**src/hw/rtl/unrd_pkg.sv**
```systemverilog
package unrd_pkg;

    localparam int WIDTH   = 32;
    localparam int FIELD_W = 32;
    localparam int OPND_W  = (WIDTH > FIELD_W) ? WIDTH : FIELD_W;

    typedef struct packed {
        logic [FIELD_W-1:0] dividend;
        logic [FIELD_W-1:0] divisor;
    } req_t;

    typedef struct packed {
        logic [FIELD_W-1:0] quotient;
        logic [FIELD_W-1:0] remainder;
    } res_t;

    // partial remainder is signed, one bit wider than the operands
    typedef struct packed {
        logic [WIDTH:0]   a;
        logic [WIDTH-1:0] q;
        logic [WIDTH-1:0] m;
    } stage_t;

endpackage

```
**src/hw/rtl/unrd_cell.sv**
```systemverilog
module unrd_cell (
    input  logic            clk,
    input  logic            rst_n,
    input  logic            en,
    input  logic            vld_in,
    input  unrd_pkg::stage_t stg_in,
    output logic            vld_out,
    output unrd_pkg::stage_t stg_out
);
    import unrd_pkg::*;

    logic             vld_reg;
    stage_t           stg_reg;
    stage_t           stg_next;
    logic [WIDTH:0]   a_sh;
    logic [WIDTH:0]   m_ext;

    always_comb
    begin
        a_sh  = {stg_in.a[WIDTH-1:0], stg_in.q[WIDTH-1]};
        m_ext = {1'b0, stg_in.m};
        stg_next.m = stg_in.m;
        if (stg_in.a[WIDTH])
        begin
            stg_next.a = a_sh + m_ext;
        end
        else
        begin
            stg_next.a = a_sh - m_ext;
        end
        stg_next.q = {stg_in.q[WIDTH-2:0], ~stg_next.a[WIDTH]};
    end

    always_ff @(posedge clk or negedge rst_n)
    begin
        if (!rst_n)
        begin
            vld_reg <= 1'b0;
        end
        else if (en)
        begin
            vld_reg <= vld_in;
        end
    end

    always_ff @(posedge clk)
    begin
        if (en)
        begin
            stg_reg <= stg_next;
        end
    end

    assign vld_out = vld_reg;
    assign stg_out = stg_reg;

endmodule

```
**config.mk**
```make
export PLATFORM = sky130hd
export DESIGN_NAME = unrd_cell
export DESIGN_NICKNAME = d
export VERILOG_FILES = /design/src/hw/rtl/unrd_pkg.sv /design/src/hw/rtl/unrd_cell.sv
export SDC_FILE = /design/constraint.sdc
export NUM_CORES = 1
export LEC_CHECK = 0
export BUFFER_PORTS_ARGS = -buffer_cell sky130_fd_sc_hd__buf_4
export CAP_MARGIN = 40
export CORE_MARGIN = 3
export CORE_UTILIZATION = 40
export CTS_CLUSTER_DIAMETER = 100
export DETAILED_ROUTE_END_ITERATION = 8
export PLACE_DENSITY = 0.67
export SLEW_MARGIN = 20
export SYNTH_ARGS = -nofsm -noshare
export SYNTH_HDL_FRONTEND = slang
export SYNTH_SLANG_ARGS = --single-unit
```
**constraint.sdc**
```tcl
create_clock -name clk -period 2 [get_ports clk]
set_clock_uncertainty 0.1 [all_clocks]
set_input_delay 0.1 -clock clk [delete_from_list [all_inputs] [get_ports clk]]
set_output_delay 0.1 -clock clk [all_outputs]
set_load 0.005 [all_outputs]
```
==> flow_summary.ini <==
[synth]
netlist_instances = 469
netlist_area_mm2 = 0.00553
synth_top_area_share_pct = 52.6
ys_seq_area_share_pct = 53.1
ys.flop_type = edfxtp_1
synth-edff-count = 97
yosysWarningCount = 0
syn_avg_cell_area_um2 = 11.8
syn-num-nets = 605
synth_area_leaders = edfxtp_1, ha_1, xor2_1
async_reset_ff_share_pct = 1.02
yosys.area.top_type = edfxtp_1
yosysMostFrequentCell = edfxtp_1
synth_cell_types = 54
synth_commonest_cells = edfxtp_1, a21oi_1, nor2_1, xor2_1, ha_1
ys_ff_latch = 98

[job]
drv_cap = 0

[die]
rows = 42
dieArea_mm2 = 0.0153
chipWidth_um = 124
ios = 199
coreArea_mm2 = 0.0134
initial_core_util_pct = 41.3
fp.dieH_um = 124

[detailed_routing]
drt_iter0_drc = 261
finalWirelength_um = 19300
wl_per_cell_um = 17.7
viasPerCell = 5.03
postRouteAntennaNets = 0
vias = 5480
firstDrtPassIters = 4
drcViolationCount = 0

[timing]
fin_hold_ws_ps = 44.4
maxSlewHeadroom_pct = 73.9
finalSetupViolations = 28
fmaxAchievable_mhz = 348
drv_slew = 0
hold_viol_final = 0
period_needed_ps = 2870
period_share_pct = 144
max_slew.worst_pin.slew_ps = 391
tns_ps = -17540
fin_ws_ps = -873
grt_setup_unrepaired = true

[worst_hold_path]
hp-start = stg_in[64]
hp-class = in2reg
min_to = stg_out[65]
hold_depth = 2

[power_and_ir_drop]
p_leak_nw = 4.47
vdd_drop_max_uv = 680
power_density_mw_per_mm2 = 723

[worst_setup_path]
required_ps = 2000
r2r_end = vld_out
r2r_start = vld_out
path_max_fanout = 2
path_class = in2reg
arrival_ps = 2870
reg2reg_depth = 1
start_kind = input port
end_kind = flop
rrSetupSlack_ps = 1110

[grt]
grt_pass1_vias = 5597
antenna_found_initial = 0
overflow = 0
grt_max_degree = 41
grt.total_usage_pct = 24.3
grt_pass1_wl_um = 28500

[placed_design]
post_dp_cell_area_mm2 = 0.00848
hpwl_um = 13300
io_buffers = 198
gp_congestion = 0.923
place_ws_ps = -1340

[clocking]
clockRootBuffer = clkbuf_16
clk_pin_slew_ps = 70
max-clock-path-buffers = 2
cts.sinks = 98
tritoncts = yes
cts_inserted_buffers = 9
h-tree-depth = 3
insertion_delay_ps = 350

[layout]
insertedDiodeCount = 0
synthToLayoutAreaGrowth_pct = 82.9
fin_util_pct = 75.5
stdcell_area_mm2 = 0.0101
layout-drive-gt1-share_pct = 53.5
layout.nets = 1045

[run_status]
outcome = complete, but fails checks
violations = negative setup slack
## worst max-delay path, cell delays in order
cell,delay (ps)
buf_4,120
or4_4,530
buf_4,160
nor3_2,180
a21oi_4,80
xor2_1,150
ha_1,290
a21o_1,160
a21o_1,200
a21oi_4,150
o211ai_1,120
a311oi_2,360
nor2_1,100
xor2_1,170
## stage by stage
stage	instances	total power [mW]
6_report	1090	7.31
5_1_grt	1090	7.65
4_1_cts	1069	7.20
3_5_place_dp	970	5.03
3_3_place_gp	970	4.99
2_1_floorplan	469	3.76
## flip-flops by register name, summed over array words and instances (netlist names)
register / count
vld_out: 1
stg_out: 97
## worst max-delay path by stage
stage                     cells past startpoint        from     endpoint  slack (ps)
final                                        14  stg_in[20]  stg_out[91]        -870
after global routing                         15   stg_in[1]  stg_out[89]       -1020
after CTS                                    15   stg_in[1]  stg_out[89]        -830
after detailed placement                     15  stg_in[10]  stg_out[95]       -1340
after global placement                       16   stg_in[1]  stg_out[93]       -1270
after floorplan                              16   stg_in[1]  stg_out[95]        -970
## cells in the final DEF, fill, tap and decap left out, types with 6 or more instances in the layout
| master | count |
|---|---|
| a21o_1 | 19 |
| a21oi_1 | 25 |
| a21oi_2 | 17 |
| a31oi_1 | 7 |
| buf_4 | 360 |
| buf_6 | 14 |
| clkbuf_16 | 9 |
| dlygate4sd3_1 | 67 |
| edfxtp_1 | 97 |
| ha_1 | 28 |
| inv_1 | 8 |
| nand2_1 | 23 |
| nand3_1 | 6 |
| nand4_1 | 8 |
| nor2_1 | 33 |
| o21ai_1 | 6 |
| o21bai_1 | 6 |
| xnor2_1 | 23 |
| xor2_1 | 35 |
## logic make-up after synthesis
group / count (synthesis) / synth area share [%]
AND/OR/NAND/NOR: 125 / 11.2
AO/OA/AOI/OAI: 122 / 15.6
flip-flops: 98 / 53.1
XOR/XNOR: 60 / 9.50
adder cells (fa/ha/maj): 35 / 8.05
buffers and inverters: 25 / 1.76
multiplexers: 4 / 0.791
## what timing repair did
item	CTS	global route
endpoints found under the hold margin	66	0
gates cloned	0	0
pin swaps	38	36
hold buffers	67	0
setup buffers	16	21
endpoints found under the setup margin	28	28
resized for setup	49	31
## cell type report
| class | count | area (µm²) |
|---|---|---|
| repair buffers | 444 | 3590 |
| multi-input cells | 346 | 3000 |
| clock inverters | 7 | 96.3 |
| fillers | 827 | 3280 |
| clock buffers | 9 | 225 |
| inverters | 10 | 55.1 |
| well taps | 176 | 220 |
| flip-flops and latches | 98 | 2940 |
## metal layers
metal / vias up / part of all wire [%] / track usage [%]
met5: - / 0 / 0
met4: 0 / 2.0 / 6.16
met3: 33 / 5.0 / 4.22
met2: 180 / 53 / 44.5
met1: 2631 / 40 / 29.6
li1: 2636 / - / -
## power by group
part	internal [mW]	leakage, nW	switching [mW]
clock network	1.01	0.154	0.858
logic	1.53	3.35	1.24
registers	2.60	0.961	0.0843
(Power assumes the default switching activity.)
