File: config.mk
export PLATFORM = sky130hd
export DESIGN_NAME = unrd_fix
export DESIGN_NICKNAME = d
export VERILOG_FILES = /design/src/hw/rtl/unrd_pkg.sv /design/src/hw/rtl/unrd_fix.sv
export SDC_FILE = /design/constraint.sdc
export NUM_CORES = 1
export LEC_CHECK = 0
export ABC_AREA = 1
export BUFFER_PORTS_ARGS = -buffer_cell sky130_fd_sc_hd__buf_2
export CORE_MARGIN = 2
export CORE_UTILIZATION = 35
export DETAILED_ROUTE_END_ITERATION = 10
export GPL_TIMING_DRIVEN = 0
export PLACE_DENSITY = 0.57
export REMOVE_ABC_BUFFERS = 1
export SLEW_MARGIN = 20
export SYNTH_ARGS = -nofsm -noshare
export SYNTH_HDL_FRONTEND = slang
export SYNTH_SLANG_ARGS = --single-unit
File: constraint.sdc
create_clock -name clk -period 0.8 [get_ports clk]
set_clock_uncertainty 0.05 [all_clocks]
set_input_delay 0.08 -clock clk [delete_from_list [all_inputs] [get_ports clk]]
set_output_delay 0.08 -clock clk [all_outputs]
set_load 0.01 [all_outputs]
File: src/hw/rtl/unrd_pkg.sv
package unrd_pkg;

    localparam int WIDTH   = 32;
    localparam int FIELD_W = 32;
    localparam int OPND_W  = (WIDTH > FIELD_W) ? WIDTH : FIELD_W;

    typedef struct packed {
        logic [FIELD_W-1:0] dividend;
        logic [FIELD_W-1:0] divisor;
    } req_t;

    typedef struct packed {
        logic [FIELD_W-1:0] quotient;
        logic [FIELD_W-1:0] remainder;
    } res_t;

    // partial remainder is signed, one bit wider than the operands
    typedef struct packed {
        logic [WIDTH:0]   a;
        logic [WIDTH-1:0] q;
        logic [WIDTH-1:0] m;
    } stage_t;

endpackage

File: src/hw/rtl/unrd_fix.sv
module unrd_fix (
    input  logic             clk,
    input  logic             rst_n,
    input  logic             en,
    input  logic             vld_in,
    input  unrd_pkg::stage_t stg_in,
    output logic             vld_out,
    output unrd_pkg::res_t   res_out
);
    import unrd_pkg::*;

    logic              vld_reg;
    res_t              res_reg;
    res_t              res_next;
    logic [WIDTH-1:0]  rem;
    logic [OPND_W-1:0] q_ext;
    logic [OPND_W-1:0] r_ext;

    always_comb
    begin
        // negative partial remainder gets the divisor added back
        if (stg_in.a[WIDTH])
        begin
            rem = stg_in.a[WIDTH-1:0] + stg_in.m;
        end
        else
        begin
            rem = stg_in.a[WIDTH-1:0];
        end
        q_ext = OPND_W'(stg_in.q);
        r_ext = OPND_W'(rem);
        if (stg_in.m == '0)
        begin
            res_next.quotient  = '0;
            res_next.remainder = '0;
        end
        else
        begin
            res_next.quotient  = q_ext[FIELD_W-1:0];
            res_next.remainder = r_ext[FIELD_W-1:0];
        end
    end

    always_ff @(posedge clk or negedge rst_n)
    begin
        if (!rst_n)
        begin
            vld_reg <= 1'b0;
        end
        else if (en)
        begin
            vld_reg <= vld_in;
        end
    end

    always_ff @(posedge clk)
    begin
        if (en)
        begin
            res_reg <= res_next;
        end
    end

    assign vld_out = vld_reg;
    assign res_out = res_reg;

endmodule

==> parameters.txt <==
Parameter                              Value

Yosys
  Distinct cells, synth    33
  Post-Syn Area    5330 µm²
  Largest cells by area after synthesis    sky130_fd_sc_hd__edfxtp_1 (36%), sky130_fd_sc_hd__nand2_1 (17%), sky130_fd_sc_hd__inv_1 (12%)
  EDFF count, synth    64
  Most frequent cell after synthesis    sky130_fd_sc_hd__nand2_1
  Synthesized netlist cell count    794
  Warning count from the yosys run    0
  Sequential-to-total area share from yosys stat    0.365
  Primary FF master, synth    sky130_fd_sc_hd__edfxtp_1
  Yosys reg bits    65
  Most used standard cells in the synthesized netlist    sky130_fd_sc_hd__nand2_1 (248), sky130_fd_sc_hd__inv_1 (173), sky130_fd_sc_hd__nor2_1 (131)
  Top cell type's share of synthesized area    0.360
  Mean post-synth cell area    6.72 µm²
  Share of flip-flops with an asynchronous set or reset    0.0154
  Cell taking the most area after synthesis    sky130_fd_sc_hd__edfxtp_1

Critical path
  Setup CP Type    input port to flop
  Required time worst endpoint    840 ps
  Element type at the critical path start    input port
  Critical path endpoint category    flop
  Worst endpoint data arrival time    1550 ps
  Top fanout value on the critical path    3

Run status
  Violated checks    hold timing, setup timing
  Result of the run    finished with violations

Placement
  Area after DPL    6320 µm²
  HPWL after DPL    11600 µm
  Number of buffer cells added on primary ports    165
  Last weighted congestion value of the routability-driven placer    0.893

Cells and area
  Layout Cell Area excl Fill    8980 µm²
  Syn-to-layout area delta    68.3%
  Sequential Area    1950 µm²
  Number of nets in the final layout    1171
  Multi-input gate area    3960 µm²
  Layout cells sized above 1    0.459
  Number of antenna repair diodes    0
  Number of fill cells    1286

Detailed routing
  Iteration count of the initial detailed-routing pass    5
  Post-route DRC    0
  Total number of vias    5861
  Wire per inst    15.5 µm
  DR iter-0 viols    308
  Count of nets left with antenna violations after detail routing    0
  Detailed Route WL    19000 µm
  Routed vias/inst    4.76

Timing
  Fin Hold WS    -18.4 ps
  Final hold violation count    4
  Worst Tran Pin Value    466 ps
  Setup TNS Final    -38320 ps
  Final worst setup slack    -710 ps
  Count of final setup violators    130
  Setup repair after global routing missed its margin    true
  Final worst-path cycle share    1.89
  Number of slew-limit violations in the final report    0
  Post-layout min period    1510 ps
  Max frequency    0.662 GHz
  Worst max-slew margin expressed relative to the limit    0.689

Clock network
  Hold-fix buffer count after cts    32
  Longest Clk Path Bufs    2
  Clock slew at the register clock pins of the worst setup and hold paths    60 ps
  Sinks on Clock Net    65
  Latest clock arrival within the worst-skew pair    340 ps
  TritonCTS clock tree    built
  Cts bufs inserted    9
  Root buffer selected by CTS    sky130_fd_sc_hd__clkbuf_16
  H-Tree Depth    3

Floorplanning
  Vertical extent of the die    127 µm
  Floorplan row count    45
  I/O pin cnt    166
  Die Footprint    16200 µm²
  Floorplan die width    127 µm
  Starting density of the core    0.355
  Core box area    15000 µm²

Global routing
  Largest net degree at the start of global routing    58
  Global Route Usage Sum    0.220
  Global-route wire length before repair    27700 µm
  Total grt overflow    0
  Via count of the first global-routing pass    5591
  Initial antenna violation count    0

Job
  Number of maximum-capacitance constraint violations    0

Worst hold path
  Worst min-delay path category    input port to flop

Power
  Maximum resistive drop on vdd    1040 µV
  Power density cells    1460 nW/µm²
  Leakage power    4.47 nW
placed cells by master, fill, tap and decap left out, types with 3 or more instances in the layout:
cell type                         n
sky130_fd_sc_hd__xnor2_2          6
sky130_fd_sc_hd__buf_8            6
sky130_fd_sc_hd__buf_6           27
sky130_fd_sc_hd__nand3_4          8
sky130_fd_sc_hd__a21oi_4          4
sky130_fd_sc_hd__nand2_2         66
sky130_fd_sc_hd__clkinv_1         5
sky130_fd_sc_hd__nand2_1        157
sky130_fd_sc_hd__buf_12           3
sky130_fd_sc_hd__clkbuf_16        9
sky130_fd_sc_hd__xor2_1           6
sky130_fd_sc_hd__inv_4            6
sky130_fd_sc_hd__o21ai_1          6
sky130_fd_sc_hd__buf_2          140
sky130_fd_sc_hd__inv_16           3
sky130_fd_sc_hd__o211ai_1         6
sky130_fd_sc_hd__ha_4            31
sky130_fd_sc_hd__o21bai_1         3
sky130_fd_sc_hd__nor2_2          33
sky130_fd_sc_hd__a21oi_1          9
sky130_fd_sc_hd__a21oi_2          9
sky130_fd_sc_hd__edfxtp_1        64
sky130_fd_sc_hd__nand3_2          8
sky130_fd_sc_hd__inv_1          157
sky130_fd_sc_hd__nor2_1          78
sky130_fd_sc_hd__dlygate4sd3_1   32
sky130_fd_sc_hd__nand3_1         28
sky130_fd_sc_hd__nand2_4         32
sky130_fd_sc_hd__inv_2           13
sky130_fd_sc_hd__buf_4           30
sky130_fd_sc_hd__nand4_1          3
sky130_fd_sc_hd__nor2_4          26
sky130_fd_sc_hd__xnor2_1          3
sequential cells by signal (all words and copies together) (netlist names):
signal	flops
res_out	64
vld_out	1
layout make-up:
type,count,share of cell area
Inverter,179,0.0783
Timing Repair inverter,6,0.0132
Clock buffer,9,0.0251
Timing Repair Buffer,239,0.192
Tap cell,188,0.0262
Multi-Input combinational cell,538,0.441
Clock inverter,7,0.00683
Sequential cell,65,0.217
kinds of logic after synthesis:
group	synth area share
mux	0.00211
compound gates	0.0460
fa+ha+maj	0.0765
simple gates	0.342
flops	0.365
xor+xnor	0.0246
buf+inv	0.144
power by group:
group          switching [mW]  internal, mW
logic                    2.69          2.19
registers              0.0752          4.15
clock network            1.60          2.37
total                    4.36          8.71
worst max-delay path: stages:
cell	delay, ps
sky130_fd_sc_hd__buf_6	100
sky130_fd_sc_hd__ha_4	160
sky130_fd_sc_hd__fa_2	400
sky130_fd_sc_hd__buf_4	160
sky130_fd_sc_hd__nand3_4	60
sky130_fd_sc_hd__nand3_4	90
sky130_fd_sc_hd__nand2_2	70
sky130_fd_sc_hd__nand2_2	50
sky130_fd_sc_hd__nand2_1	50
sky130_fd_sc_hd__nand2_1	50
sky130_fd_sc_hd__o21ai_2	190
sky130_fd_sc_hd__inv_1	70
path summary, 6_finish.rpt:
check	depth (start not counted)	slack [ps]	from	end
max	12	-710	stg_in[64]	res_out[18]
min	3	-20	stg_in[70]	res_out[6]
max reg2reg	1	0	vld_out	vld_out
min reg2reg	1	470	vld_out	vld_out
max in group asynchronous	3	90	rst_n	vld_out
min in group asynchronous	3	510	rst_n	vld_out
metrics by stage:
stage,utilization,hold WS [ps],setup WS [ps],instances,power [mW]
after global routing,0.597,-3.58,-798,1231,13.7
after detailed placement,0.420,-192,-1810,1136,7.36
after floorplan,-,-266,-935,782,6.19
after global placement,0.419,-196,-1780,1135,7.32
after CTS,0.547,-15.1,-687,1217,12.4
final,0.597,-18.4,-710,1231,13.1
routing by layer:
| metal | vias to the layer above | wire length (µm) | track usage |
|---|---|---|---|
| li1 | 2900 | - | - |
| met1 | 2734 | 8050 | 0.271 |
| met2 | 192 | 9530 | 0.391 |
| met3 | 35 | 977 | 0.0364 |
| met4 | 0 | 481 | 0.0698 |
| met5 | - | 0 | 0 |
timing repair:
action | CTS | global route
setup buffers | 28 | 13
pin swaps | 87 | 90
gates cloned | 5 | 1
endpoints found under the setup margin | 130 | 130
hold endpoints to repair | 35 | 1
gates resized for setup | 230 | 183
No activity file was read; power rests on OpenSTA's default activity.
